[src/design/lppe_pkg.sv]
`timescale 1ns / 1ps

package lppe_pkg;

  localparam int unsigned BYTE_BITS   = 8;
  localparam int unsigned RGB_BYTES   = 3;
  localparam int unsigned WHITE_BYTES = 4;
  localparam int unsigned PIXEL_W     = WHITE_BYTES * BYTE_BITS;
  localparam int unsigned COUNT_W     = 6;
  localparam int unsigned TICK_W      = 15;
  localparam int unsigned CFG_IDX_W   = 3;
  localparam int unsigned QUEUE_DEPTH = 2;

  localparam logic [CFG_IDX_W-1:0] REG_WHITE_ENABLE = 3'd0;
  localparam logic [CFG_IDX_W-1:0] REG_ORDER_SELECT = 3'd1;
  localparam logic [CFG_IDX_W-1:0] REG_ZERO_HIGH    = 3'd2;
  localparam logic [CFG_IDX_W-1:0] REG_ZERO_LOW     = 3'd3;
  localparam logic [CFG_IDX_W-1:0] REG_ONE_HIGH     = 3'd4;
  localparam logic [CFG_IDX_W-1:0] REG_ONE_LOW      = 3'd5;

  typedef struct packed {
    logic [PIXEL_W-1:0] bits;
    logic [COUNT_W-1:0] count;
  } lppe_item_t;

  typedef struct packed {
    logic [TICK_W-1:0] zero_high;
    logic [TICK_W-1:0] zero_low;
    logic [TICK_W-1:0] one_high;
    logic [TICK_W-1:0] one_low;
  } lppe_ticks_t;

  typedef struct packed {
    logic       valid;
    lppe_item_t item;
  } lppe_qout_t;

endpackage

[src/design/lppe_front.sv]
`timescale 1ns / 1ps

module lppe_front (
  input  logic                 in_valid,
  output logic                 in_stall,
  input  logic [7:0]           in_red,
  input  logic [7:0]           in_green,
  input  logic [7:0]           in_blue,
  input  logic [7:0]           in_white,
  input  logic                 white_enable,
  input  logic                 order_select,
  input  logic                 q_full,
  output logic                 push,
  output lppe_pkg::lppe_item_t push_item
);

  logic [7:0] first_byte;
  logic [7:0] second_byte;
  logic [7:0] last_byte;

  assign first_byte  = order_select ? in_red : in_green;
  assign second_byte = order_select ? in_green : in_red;
  assign last_byte   = white_enable ? in_white : 8'h00;

  assign push_item.bits  = {first_byte, second_byte, in_blue, last_byte};
  assign push_item.count = white_enable
      ? lppe_pkg::COUNT_W'(lppe_pkg::WHITE_BYTES * lppe_pkg::BYTE_BITS)
      : lppe_pkg::COUNT_W'(lppe_pkg::RGB_BYTES * lppe_pkg::BYTE_BITS);

  assign in_stall = q_full;
  assign push     = in_valid && !q_full;

endmodule

[src/design/lppe_queue.sv]
`timescale 1ns / 1ps

module lppe_queue (
  input  logic                 clk,
  input  logic                 rst_n,
  input  logic                 push,
  input  lppe_pkg::lppe_item_t push_item,
  output logic                 full,
  input  logic                 pop,
  output lppe_pkg::lppe_qout_t qout
);

  lppe_pkg::lppe_item_t entry_r [lppe_pkg::QUEUE_DEPTH];
  logic       wr_ptr_r, wr_ptr_nxt;
  logic       rd_ptr_r, rd_ptr_nxt;
  logic [1:0] count_r, count_nxt;

  assign full       = (count_r == 2'(lppe_pkg::QUEUE_DEPTH));
  assign qout.valid = (count_r != 2'd0);
  assign qout.item  = entry_r[rd_ptr_r];

  always_comb begin
    wr_ptr_nxt = push ? !wr_ptr_r : wr_ptr_r;
    rd_ptr_nxt = pop ? !rd_ptr_r : rd_ptr_r;
    count_nxt  = count_r + {1'b0, push} - {1'b0, pop};
  end

  always_ff @(posedge clk) begin
    if (!rst_n) begin
      wr_ptr_r <= 1'b0;
      rd_ptr_r <= 1'b0;
      count_r  <= 2'd0;
    end else begin
      wr_ptr_r <= wr_ptr_nxt;
      rd_ptr_r <= rd_ptr_nxt;
      count_r  <= count_nxt;
    end
  end

  always_ff @(posedge clk) begin
    if (push) begin
      entry_r[wr_ptr_r] <= push_item;
    end
  end

  a_count_bound: assert property (@(posedge clk) disable iff (!rst_n)
    count_r <= 2'(lppe_pkg::QUEUE_DEPTH))
    else $error("queue holds more entries than its depth");

endmodule

[src/design/lppe_back.sv]
`timescale 1ns / 1ps

module lppe_back (
  input  logic                          clk,
  input  logic                          rst_n,
  input  lppe_pkg::lppe_qout_t          qout,
  output logic                          pop,
  input  lppe_pkg::lppe_ticks_t         ticks,
  output logic                          out_valid,
  input  logic                          out_stall,
  output logic [lppe_pkg::TICK_W-1:0]   out_high_ticks,
  output logic [lppe_pkg::TICK_W-1:0]   out_low_ticks,
  output logic                          out_bit_value,
  output logic                          out_pixel_done
);

  logic [lppe_pkg::PIXEL_W-1:0] shift_r, shift_nxt;
  logic [lppe_pkg::COUNT_W-1:0] left_r, left_nxt;
  logic                         out_valid_r, out_valid_nxt;
  logic                         bit_r, bit_nxt;
  logic                         done_r, done_nxt;
  logic [lppe_pkg::TICK_W-1:0]  high_r, high_nxt;
  logic [lppe_pkg::TICK_W-1:0]  low_r, low_nxt;
  logic                         emit_ok;

  assign emit_ok = !out_valid_r || !out_stall;

  always_comb begin
    shift_nxt     = shift_r;
    left_nxt      = left_r;
    out_valid_nxt = out_valid_r;
    bit_nxt       = bit_r;
    done_nxt      = done_r;
    pop           = 1'b0;
    if (emit_ok) begin
      if (left_r != '0) begin
        out_valid_nxt = 1'b1;
        bit_nxt       = shift_r[lppe_pkg::PIXEL_W-1];
        done_nxt      = (left_r == lppe_pkg::COUNT_W'(1));
        shift_nxt     = {shift_r[lppe_pkg::PIXEL_W-2:0], 1'b0};
        left_nxt      = left_r - lppe_pkg::COUNT_W'(1);
      end else if (qout.valid) begin
        pop           = 1'b1;
        out_valid_nxt = 1'b1;
        bit_nxt       = qout.item.bits[lppe_pkg::PIXEL_W-1];
        done_nxt      = (qout.item.count == lppe_pkg::COUNT_W'(1));
        shift_nxt     = {qout.item.bits[lppe_pkg::PIXEL_W-2:0], 1'b0};
        left_nxt      = qout.item.count - lppe_pkg::COUNT_W'(1);
      end else begin
        out_valid_nxt = 1'b0;
      end
    end
    high_nxt = bit_nxt ? ticks.one_high : ticks.zero_high;
    low_nxt  = bit_nxt ? ticks.one_low : ticks.zero_low;
  end

  always_ff @(posedge clk) begin
    if (!rst_n) begin
      left_r      <= '0;
      out_valid_r <= 1'b0;
    end else begin
      left_r      <= left_nxt;
      out_valid_r <= out_valid_nxt;
    end
  end

  always_ff @(posedge clk) begin
    shift_r <= shift_nxt;
    bit_r   <= bit_nxt;
    done_r  <= done_nxt;
    if (emit_ok) begin
      high_r <= high_nxt;
      low_r  <= low_nxt;
    end
  end

  assign out_valid      = out_valid_r;
  assign out_bit_value  = bit_r;
  assign out_pixel_done = done_r;
  assign out_high_ticks = high_r;
  assign out_low_ticks  = low_r;

  a_left_bound: assert property (@(posedge clk) disable iff (!rst_n)
    left_r <= lppe_pkg::COUNT_W'(lppe_pkg::PIXEL_W))
    else $error("bit counter exceeds the pixel width");

  a_busy_has_output: assert property (@(posedge clk) disable iff (!rst_n)
    (left_r != '0) |-> out_valid_r)
    else $error("pixel in progress without a pending symbol");

  a_done_means_empty: assert property (@(posedge clk) disable iff (!rst_n)
    (out_valid_r && done_r) |-> (left_r == '0))
    else $error("last symbol shown while bits remain");

endmodule

[src/design/led_pixel_pulse_encoder.sv]
`timescale 1ns / 1ps

// Channel | Direction | Handshake         | Payload
// in_     | input     | in_valid/in_stall | red, green, blue, white (8 bits each)
// out_    | output    | out_valid/out_stall | high_ticks, low_ticks, bit_value, pixel_done
// cfg_    | input     | cfg_we            | cfg_index (3 bits), cfg_wdata
//
// Each pixel yields 24 symbols, or 32 with white enabled, one per cycle from
// the serialiser shift register while the output is not stalled.
// A pixel's first symbol is registered when the serialiser pops it off the queue head.
// A two-entry queue lets pixels be accepted while the serialiser is busy.
// Reset clears the registers, the queue and the serialiser; no clearing pass.
// out_stall freezes the output register and the serialiser; in_stall rises
// only when the queue is full.

module led_pixel_pulse_encoder #(
  parameter int unsigned DURATION_BITS = 15
) (
  input  logic                                 clk,
  input  logic                                 rst_n,
  input  logic                                 in_valid,
  output logic                                 in_stall,
  input  logic [7:0]                           in_red,
  input  logic [7:0]                           in_green,
  input  logic [7:0]                           in_blue,
  input  logic [7:0]                           in_white,
  output logic                                 out_valid,
  input  logic                                 out_stall,
  output logic [lppe_pkg::TICK_W-1:0]          out_high_ticks,
  output logic [lppe_pkg::TICK_W-1:0]          out_low_ticks,
  output logic                                 out_bit_value,
  output logic                                 out_pixel_done,
  input  logic                                 cfg_we,
  input  logic [lppe_pkg::CFG_IDX_W-1:0]       cfg_index,
  input  logic [DURATION_BITS-1:0]             cfg_wdata
);

  logic                      white_enable_r;
  logic                      order_select_r;
  logic [DURATION_BITS-1:0]  zero_high_r;
  logic [DURATION_BITS-1:0]  zero_low_r;
  logic [DURATION_BITS-1:0]  one_high_r;
  logic [DURATION_BITS-1:0]  one_low_r;

  lppe_pkg::lppe_ticks_t ticks;
  lppe_pkg::lppe_item_t  push_item;
  lppe_pkg::lppe_qout_t  qout;
  logic                  push;
  logic                  pop;
  logic                  q_full;

  always_ff @(posedge clk) begin
    if (!rst_n) begin
      white_enable_r <= 1'b0;
      order_select_r <= 1'b0;
      zero_high_r    <= '0;
      zero_low_r     <= '0;
      one_high_r     <= '0;
      one_low_r      <= '0;
    end else if (cfg_we) begin
      case (cfg_index)
        lppe_pkg::REG_WHITE_ENABLE: white_enable_r <= cfg_wdata[0];
        lppe_pkg::REG_ORDER_SELECT: order_select_r <= cfg_wdata[0];
        lppe_pkg::REG_ZERO_HIGH:    zero_high_r    <= cfg_wdata;
        lppe_pkg::REG_ZERO_LOW:     zero_low_r     <= cfg_wdata;
        lppe_pkg::REG_ONE_HIGH:     one_high_r     <= cfg_wdata;
        lppe_pkg::REG_ONE_LOW:      one_low_r      <= cfg_wdata;
        default: begin
        end
      endcase
    end
  end

  assign ticks.zero_high = lppe_pkg::TICK_W'(zero_high_r);
  assign ticks.zero_low  = lppe_pkg::TICK_W'(zero_low_r);
  assign ticks.one_high  = lppe_pkg::TICK_W'(one_high_r);
  assign ticks.one_low   = lppe_pkg::TICK_W'(one_low_r);

  lppe_front u_front (
    .in_valid     (in_valid),
    .in_stall     (in_stall),
    .in_red       (in_red),
    .in_green     (in_green),
    .in_blue      (in_blue),
    .in_white     (in_white),
    .white_enable (white_enable_r),
    .order_select (order_select_r),
    .q_full       (q_full),
    .push         (push),
    .push_item    (push_item)
  );

  lppe_queue u_queue (
    .clk       (clk),
    .rst_n     (rst_n),
    .push      (push),
    .push_item (push_item),
    .full      (q_full),
    .pop       (pop),
    .qout      (qout)
  );

  lppe_back u_back (
    .clk            (clk),
    .rst_n          (rst_n),
    .qout           (qout),
    .pop            (pop),
    .ticks          (ticks),
    .out_valid      (out_valid),
    .out_stall      (out_stall),
    .out_high_ticks (out_high_ticks),
    .out_low_ticks  (out_low_ticks),
    .out_bit_value  (out_bit_value),
    .out_pixel_done (out_pixel_done)
  );

endmodule

[config.mk]
export PLATFORM = sky130hd
export DESIGN_NAME = led_pixel_pulse_encoder
export DESIGN_NICKNAME = d
export VERILOG_FILES = /design/src/design/lppe_pkg.sv /design/src/design/lppe_front.sv /design/src/design/lppe_queue.sv /design/src/design/lppe_back.sv /design/src/design/led_pixel_pulse_encoder.sv
export SDC_FILE = /design/constraint.sdc
export NUM_CORES = 1
export LEC_CHECK = 0
export ABC_AREA = 1
export BUFFER_PORTS_ARGS = -buffer_cell sky130_fd_sc_hd__buf_4
export CORE_ASPECT_RATIO = 0.9
export CORE_MARGIN = 3
export CORE_UTILIZATION = 39
export DETAILED_ROUTE_END_ITERATION = 6
export GPL_ROUTABILITY_DRIVEN = 0
export GPL_TIMING_DRIVEN = 0
export SYNTH_ARGS = -nofsm -noshare
export SYNTH_HDL_FRONTEND = slang
export SYNTH_SLANG_ARGS = --single-unit
[constraint.sdc]
create_clock -name clk -period 7 [get_ports clk]
set_input_delay 0.35 -clock clk [delete_from_list [all_inputs] [get_ports clk]]
set_output_delay 0.35 -clock clk [all_outputs]
set_load 0.01 [all_outputs]
==> results of run 1 <==
## through the flow
step | hold slack (ps) | instances
6_report | 26.4 | 1233
5_1_grt | 16.9 | 1233
4_1_cts | 13.1 | 1233
3_5_place_dp | 438 | 1191
3_3_place_gp | 431 | 1188
2_1_floorplan | 424 | 821
## cell usage after synthesis
cell type	instances	share of area
xnor2_1	2	0.0021
buf_4	1	0.00092
a21oi_1	32	0.020
buf_6	3	0.0041
nor2_8	1	0.0025
edfxtp_1	130	0.48
o31ai_1	30	0.028
and3_1	1	0.00077
nor2_4	1	0.0014
nand3_1	43	0.026
nand2_1	145	0.067
dfxtp_1	75	0.18
nand2_4	4	0.0055
nor2_1	175	0.080
o21ai_0	75	0.046
nor3_1	1	0.00061
buf_1	6	0.0028
ha_1	4	0.0061
inv_2	3	0.0014
clkbuf_1	23	0.011
inv_1	52	0.024
buf_2	11	0.0067
nor2_2	1	0.00077
xor2_1	1	0.0011
nand2_2	1	0.00077
## state kept, by name, summed over array words and instances (netlist names), named ones only
signal and count:
u_back.left_r 6, u_back.out_pixel_done 1, u_back.out_valid 1, zero_high_r 15, one_high_r 15, white_enable_r 1, one_low_r 15, order_select_r 1
zero_low_r 15, u_back.out_low_ticks 15, u_back.out_high_ticks 15, u_queue.rd_ptr_r 1, u_back.out_bit_value 1, u_back.shift_r 31, u_queue.entry_r 68, u_queue.wr_ptr_r 1
u_queue.count_r 2
## worst max-delay path by stage
stage / endpoint / slack [ps] / cells after the start
6_report: u_queue.count_r[1] / 4600 / 9
5_1_grt: u_queue.count_r[1] / 4300 / 9
4_1_cts: u_queue.count_r[1] / 4550 / 9
3_5_place_dp: u_queue.count_r[1] / 4410 / 10
3_3_place_gp: u_back.left_r[5] / 1710 / 7
2_1_floorplan: u_back.out_pixel_done / 3390 / 3
## power groups by stage
stage               registers [mW]  clock network, mW  logic, mW
floorplan                     1.73                  0      0.649
global placement              1.73                  0       1.00
detailed placement            1.72                  0       1.05
CTS                           1.70               1.15       1.06
global route                  1.72               1.19       1.19
finish                        1.70               1.12       1.04
## cell families (layout without fill, tap and decap cells)
group | count (synthesis) | count (layout) | synth area share
XOR/XNOR | 3 | 3 | 0.00322
AO/OA/AOI/OAI | 137 | 137 | 0.0931
buffers and inverters | 99 | 231 | 0.0504
adder cells (fa/ha/maj) | 4 | 4 | 0.00613
AND/OR/NAND/NOR | 373 | 373 | 0.186
flip-flops | 205 | 205 | 0.662
## cell type report
cell class / instances / area, sq um / share of cell area
buffer: 44 / 205 / 0.0205
clock buffer: 33 / 664 / 0.0665
clock inverter: 9 / 53.8 / 0.00539
inverter: 55 / 206 / 0.0207
multi-input combinational: 517 / 2380 / 0.239
sequential: 205 / 5410 / 0.541
tap: 280 / 350 / 0.0351
timing repair buffer: 90 / 721 / 0.0722
## layer usage
layer  up-vias  routed length [microns]  share of wire
met5         -                        0              0
met4         0                      391          0.022
met3        30                      808          0.045
met2       117                     8270           0.46
met1      2717                     8530           0.47
li1       2974                        -              -
==> impl_metrics.env, run 1 <==
export IMPL_power_mw=3.86
export IMPL_post_cts_resized=0
export IMPL_vias=5838
export IMPL_grt_first_pass_wirelength_microns=28600
export IMPL_cp_num_buf_inv=2
export IMPL_max_freq_ghz=0.416
export IMPL_syn_area_per_cell_sq_um=9.95
export IMPL_r2r_start="u_back.out_valid"
export IMPL_hold_end="u_queue.entry_r[0][14]"
export IMPL_r2r_slack_ps=4600
export IMPL_cts_buffers=23
export IMPL_synth_nets=880
export IMPL_hold_class="input pin to register"
export IMPL_power_frac_comb=0.270
export IMPL_fp_row_count=49
export IMPL_via_per_inst=4.73
export IMPL_core_region_area_sq_um=20300
export IMPL_swShare=0.315
export IMPL_clk_pin_slew_worst_paths_ps=60
export IMPL_cp_required_ps=7440
export IMPL_dieArea_sq_um=22700
export IMPL_overflow=0
export IMPL_place_area_sq_um=9270
export IMPL_first_pass_iters=4
export IMPL_rr_endpoint="u_queue.count_r[1]"
export IMPL_grt_util_met1=0.228
export IMPL_drcViolationCount=0
export IMPL_power_density_nw_per_um2=386
export IMPL_yosysSeqAreaShare=0.662
export IMPL_met2_usage=0.253
export IMPL_clock_latency_ps=510
export IMPL_seq_power_share=0.440
export IMPL_grtUsageMet3=0.0271
export IMPL_final_setup_skew_ps=12.3
export IMPL_h_tree_depth=1
export IMPL_cap_violations=0
export IMPL_power_switching_mw=1.21
export IMPL_fin_nets=995
export IMPL_setup_viol=0
export IMPL_postCtsHoldBufs=0
export IMPL_drt_total_wl_microns=18000
export IMPL_grt_pass1_vias=5514
export IMPL_clk_path_buf_depth=3
export IMPL_fillers=1900
export IMPL_die_w_microns=159
export IMPL_syn_cell_area_sq_um=8170
export IMPL_worstSetupPathType="register to register"
export IMPL_ys_ff_latch=205
export IMPL_setup_ws_ps=4600
export IMPL_tns_ps=0
export IMPL_final_util=0.492
export IMPL_p_leak_nw=4.14
export IMPL_worstSetupStartpoint="u_back.out_valid"
export IMPL_postSynthCellCount=821
export IMPL_clockPowerShare=0.290
export IMPL_end_kind="register"
export IMPL_status="completed"
export IMPL_ff2ff_path_depth=9
export IMPL_start_kind="register"
export IMPL_layout_cells_most_common_list="nor2_1 (173), nand2_1 (144), edfxtp_1 (130)"
export IMPL_period_share=0.343
export IMPL_grt_max_degree=36
export IMPL_area_growth_pct=22.3
export IMPL_drtIter0Drc=342
export IMPL_hold_path_startpoint="in_blue[0]"
export IMPL_hold_violations=0
export IMPL_crit_slowest_cell="nand2_2"
export IMPL_slowest_delay_ps=650
export IMPL_top_usage_layer="met2"
export IMPL_cp_cell_sequence="nand2_2, inv_1, nor3_1, ha_1, inv_1, ha_1, xnor2_1, o21ai_0, a21oi_1"
export IMPL_drive_above_1_share=0.163
export IMPL_rsz0062_at_grt="false"
export IMPL_synth_warnings=0
export IMPL_slew_violations=0
export IMPL_pre_cts_ws_ps=4410
export IMPL_dp_hpwl_microns=12400
export IMPL_diodes=0
export IMPL_clock_sinks=205
export IMPL_io_pin_count=89
export IMPL_holdPathStages=1
export IMPL_root_buffer="clkbuf_16"
export IMPL_slew_headroom=0.404
export IMPL_internal_power_mw=2.64
export IMPL_worst_slew_pin_transition_ps=890
export IMPL_path_max_fanout=35
export IMPL_path_delay_family="simple AND/OR/NAND/NOR gates"
export IMPL_ir_drop_v=0.000162
export IMPL_ys_types=25
export IMPL_grt_usage=0.159
export IMPL_stdcell_area_sq_um=9990
export IMPL_start_util=0.403
export IMPL_antenna_found_initial=0
export IMPL_cts_tree="done"
export IMPL_fin_crit_ps=2400
export IMPL_die_h_microns=143
export IMPL_routedWlPerCell_microns=14.6
export IMPL_cp_arrival_ps=2840
export IMPL_port_buffers=87
export IMPL_ant_nets=0
export IMPL_post_cts_buffers=0
export IMPL_layout_commonest_cell="nor2_1"
Power figures use the tool's default switching activity.
==> inputs of run 2 (changes only) <==
clock period = 2.2 ns   (was 7 ns; I/O delays follow)
==> impl_metrics.env, run 2 (same netlist as run 1, synthesis figures left out) <==
export IMPL_hold_violations=0
export IMPL_layout_cells_most_common_list="nor2_1 (173), nand2_1 (144), edfxtp_1 (130)"
export IMPL_layout_commonest_cell="nor2_1"
export IMPL_fp_row_count=49
export IMPL_cp_arrival_ps=2290
export IMPL_stdcell_area_sq_um=10500
export IMPL_port_buffers=87
export IMPL_cp_required_ps=2440
export IMPL_io_pin_count=89
export IMPL_grt_pass1_vias=5701
export IMPL_power_density_nw_per_um2=1210
export IMPL_ir_drop_v=0.000502
export IMPL_routedWlPerCell_microns=14.6
export IMPL_overflow=0
export IMPL_clk_path_buf_depth=3
export IMPL_clock_sinks=205
export IMPL_die_h_microns=143
export IMPL_end_kind="register"
export IMPL_clock_latency_ps=510
export IMPL_drtIter0Drc=385
export IMPL_setup_viol=0
export IMPL_dieArea_sq_um=22700
export IMPL_p_leak_nw=4.34
export IMPL_worstSetupPathType="register to register"
export IMPL_grt_usage=0.162
export IMPL_fin_crit_ps=2060
export IMPL_cap_violations=0
export IMPL_status="completed"
export IMPL_via_per_inst=4.72
export IMPL_clockPowerShare=0.308
export IMPL_swShare=0.313
export IMPL_path_max_fanout=10
export IMPL_power_switching_mw=3.98
export IMPL_cts_buffers=23
export IMPL_ant_nets=0
export IMPL_hold_class="input pin to register"
export IMPL_drive_above_1_share=0.159
export IMPL_area_growth_pct=28.9
export IMPL_slew_violations=0
export IMPL_drt_total_wl_microns=18700
export IMPL_max_freq_ghz=0.486
export IMPL_clk_pin_slew_worst_paths_ps=60
export IMPL_place_area_sq_um=9240
export IMPL_power_frac_comb=0.267
export IMPL_vias=6037
export IMPL_final_setup_skew_ps=15.9
export IMPL_cts_tree="done"
export IMPL_antenna_found_initial=0
export IMPL_grt_max_degree=36
export IMPL_start_util=0.403
export IMPL_internal_power_mw=8.72
export IMPL_root_buffer="clkbuf_16"
export IMPL_largest_reg_flops=68
export IMPL_start_kind="register"
export IMPL_seq_power_share=0.425
export IMPL_final_util=0.519
export IMPL_drcViolationCount=0
export IMPL_h_tree_depth=1
export IMPL_reg_largest_list="u_queue.entry_r (68), u_back.shift_r (31)"
export IMPL_die_w_microns=159
export IMPL_slew_headroom=0.467
export IMPL_worst_slew_pin_transition_ps=796
export IMPL_diodes=0
export IMPL_top_register="u_queue.entry_r"
export IMPL_grt_first_pass_wirelength_microns=29300
export IMPL_first_pass_iters=7
export IMPL_dp_hpwl_microns=12200
export IMPL_period_share=0.934
export IMPL_core_region_area_sq_um=20300
export IMPL_fin_nets=1042
[run 2: what timing repair did]
action,4_1_cts,5_1_grt
hold endpoints to repair,115,0
buffers inserted,0,1
pin swaps,0,0
cloned,1,0
endpoints found under the setup margin,69,1
hold buffers,46,0
gates resized for setup,3,2
[run 2: worst paths after layout]
check	slack, ps	startpoint	end	cells after the start
max	140	u_queue.count_r[0]	u_back.out_high_ticks[0]	9
min	20	cfg_index[2]	white_enable_r	4
max reg2reg	140	u_queue.count_r[0]	u_back.out_high_ticks[0]	9
min reg2reg	450	zero_low_r[13]	zero_low_r[13]	2
[run 2: layout make-up]
cell class	count	area, sq um
plain buffers	44	205
clock buffers	27	591
clock inverters	15	188
fillers	1800	9770
inverters	55	210
multi-input cells	518	2420
flip-flops and latches	205	5410
well taps	280	350
repair buffers	136	1160
[run 2: through the flow]
| stage | total power, mW | hold WS, ps | cells | setup WS (ps) | TNS, ps |
|---|---|---|---|---|---|
| 3_3_place_gp | 8.71 | 297 | 1188 | -466 | -44850 |
| 6_report | 12.7 | 17.1 | 1280 | 144 | 0 |
| 2_1_floorplan | 7.59 | 209 | 821 | 109 | 0 |
| 4_1_cts | 12.8 | 0.663 | 1279 | 89.4 | 0 |
| 3_5_place_dp | 8.77 | 299 | 1190 | -504 | -22260 |
| 5_1_grt | 13.4 | 15.0 | 1280 | -24.8 | -36.8 |
[run 2: layer usage]
metal	GRT usage	routed length [microns]	vias to the layer above
li1	-	-	3072
met4	0.0507	454	0
met3	0.0250	888	35
met5	0	0	-
met1	0.234	9030	2803
met2	0.252	8340	127
[run 2: critical path: stages (launching register included)]
cell and delay, ps:
dfxtp_1 330, nor2_1 610, nor2_1 190, nand3_1 140, nand2_1 80, inv_2 100, nand2_4 80, buf_6 150
nand2_1 50, nand2_1 80
[run 2: power groups by stage]
| stage | logic (mW) | registers (mW) | clock network (mW) |
|---|---|---|---|
| after detailed placement | 3.30 | 5.47 | 0 |
| final | 3.39 | 5.40 | 3.91 |
| after global placement | 3.24 | 5.47 | 0 |
| after CTS | 3.42 | 5.40 | 3.98 |
| after global routing | 3.81 | 5.47 | 4.13 |
| after floorplan | 2.09 | 5.50 | 0 |
==> inputs of run 3 (changes only) <==
BUFFER_PORTS_ARGS = -buffer_cell sky130_fd_sc_hd__buf_2   (was -buffer_cell sky130_fd_sc_hd__buf_4)
CTS_BUF_LIST = sky130_fd_sc_hd__clkbuf_8   (was default)
==> impl_metrics.env, run 3 (same netlist as run 1, synthesis figures left out) <==
export IMPL_rsz0062_at_grt="true"
export IMPL_drtIter0Drc=398
export IMPL_area_growth_pct=24.9
export IMPL_io_pin_count=89
export IMPL_core_region_area_sq_um=20300
export IMPL_power_switching_mw=3.95
export IMPL_diodes=0
export IMPL_status="completed"
export IMPL_power_density_nw_per_um2=1150
export IMPL_end_kind="register"
export IMPL_top_register="u_queue.entry_r"
export IMPL_cp_required_ps=2470
export IMPL_hold_violations=0
export IMPL_worst_slew_pin_transition_ps=752
export IMPL_layout_cells_most_common_list="nor2_1 (172), nand2_1 (144), edfxtp_1 (130)"
export IMPL_drive_above_1_share=0.162
export IMPL_slew_violations=0
export IMPL_reg_largest_list="u_queue.entry_r (68), u_back.shift_r (31)"
export IMPL_internal_power_mw=7.76
export IMPL_fin_crit_ps=2000
export IMPL_grt_max_degree=36
export IMPL_die_w_microns=159
export IMPL_fin_nets=1060
export IMPL_dieArea_sq_um=22700
export IMPL_tns_ps=0
export IMPL_layout_commonest_cell="nor2_1"
export IMPL_max_freq_ghz=0.501
export IMPL_start_kind="register"
export IMPL_swShare=0.338
export IMPL_overflow=0
export IMPL_largest_reg_flops=68
export IMPL_drcViolationCount=0
export IMPL_routedWlPerCell_microns=14.6
export IMPL_cp_cell_sequence="nand2_8, clkinvlp_4, buf_4, nor2_1, nand3_1, nand2_1, inv_2, buf_2, nand3_1, nand2_1"
export IMPL_p_leak_nw=4.30
export IMPL_grt_usage=0.167
export IMPL_cts_tree="done"
export IMPL_h_tree_depth=2
export IMPL_root_buffer="clkbuf_8"
export IMPL_clk_path_buf_depth=3
export IMPL_grt_first_pass_wirelength_microns=29900
export IMPL_final_setup_skew_ps=22.3
export IMPL_drt_total_wl_microns=19100
export IMPL_cts_buffers=36
export IMPL_first_pass_iters=5
export IMPL_power_frac_comb=0.283
export IMPL_cap_violations=0
export IMPL_fp_row_count=49
export IMPL_final_util=0.503
export IMPL_port_buffers=87
export IMPL_slew_headroom=0.498
export IMPL_clock_latency_ps=520
export IMPL_dp_hpwl_microns=12000
export IMPL_antenna_found_initial=0
export IMPL_cp_arrival_ps=2260
export IMPL_slowest_delay_ps=410
export IMPL_setup_viol=0
export IMPL_final_cells=1308
export IMPL_via_per_inst=4.69
export IMPL_crit_slowest_cell="dfxtp_1"
export IMPL_power_mw=11.7
export IMPL_clockPowerShare=0.257
export IMPL_clock_sinks=205
export IMPL_vias=6134
export IMPL_start_util=0.403
export IMPL_grt_pass1_vias=5880
export IMPL_die_h_microns=143
export IMPL_seq_power_share=0.461
export IMPL_ant_nets=0
export IMPL_worstSetupPathType="register to register"
export IMPL_dp_cells=1190
export IMPL_hold_class="input pin to register"
export IMPL_ir_drop_v=0.000358
export IMPL_hold_worst_slack_ps=27.4
export IMPL_path_max_fanout=18
export IMPL_clk_pin_slew_worst_paths_ps=60
export IMPL_period_share=0.908
## run 3: cell types whose count changed in the layout (fill, tap and decap cells not counted), moves of 2 or more
cell | previous run | this run
dlygate4sd3_1 | 46 | 50
buf_2 | 11 | 98
clkbuf_1 | 27 | 23
clkinv_1 | 2 | 11
bufinv_16 | 4 | 0
inv_1 | 51 | 64
clkbuf_8 | 0 | 36
clkinvlp_4 | 4 | 2
buf_4 | 89 | 2
clkbuf_16 | 23 | 0
## run 3: final timing paths
check / start / endpoint / slack [ps] / depth (start not counted)
setup / recovery: u_back.out_valid / u_back.out_low_ticks[0] / 200 / 10
hold / removal: rst_n / zero_high_r[14] / 30 / 3
setup reg to reg: u_back.out_valid / u_back.out_low_ticks[0] / 200 / 10
hold reg to reg: zero_low_r[9] / zero_low_r[9] / 450 / 2
## run 3: power groups by stage
stage / sequential (mW) / clock, mW / combinational (mW)
global route: 5.48 / 3.29 / 3.74
global placement: 5.46 / 0 / 3.12
detailed placement: 5.46 / 0 / 3.17
floorplan: 5.50 / 0 / 2.09
CTS: 5.39 / 3.11 / 3.32
finish: 5.40 / 3.01 / 3.31
## run 3: final cells by class
| class | instances | area [sq um] |
|---|---|---|
| timing repair buffer | 140 | 983 |
| buffer | 44 | 205 |
| inverter | 55 | 210 |
| tap | 280 | 350 |
| clock inverter | 29 | 121 |
| fill | 1877 | 10100 |
| sequential | 205 | 5410 |
| multi-input combinational | 519 | 2430 |
| clock buffer | 36 | 495 |
## run 3: routing by layer
layer | GRT usage | wire length (microns) | vias to the layer above
met4 | 0.0584 | 457 | 0
met2 | 0.264 | 8800 | 147
met1 | 0.231 | 8810 | 2828
li1 | - | - | 3113
met5 | 0 | 0 | -
met3 | 0.0340 | 1020 | 46
## run 3: critical path: cells and delay by family, from the launching register on
| family | cells | cell delay, ps |
|---|---|---|
| buffers and inverters | 4 | 580 |
| DFF | 1 | 410 |
| and+or+nand+nor | 6 | 760 |
## run 3: stage by stage
| stage | worst slack, ps | cell area, sq um |
|---|---|---|
| 2_1_floorplan | 109 | 8190 |
| 3_3_place_gp | -474 | 8970 |
| 3_5_place_dp | -482 | 9020 |
| 4_1_cts | 83.8 | 10200 |
| 5_1_grt | -4.48 | 10200 |
| 6_report | 202 | 10200 |
## run 3: repair_timing
action,CTS,global route
endpoints found under the setup margin,69,1
resized for setup,3,5
gates cloned,1,1
pin swaps,0,1
hold buffers,50,0
setup buffers,0,1
endpoints found under the hold margin,119,0
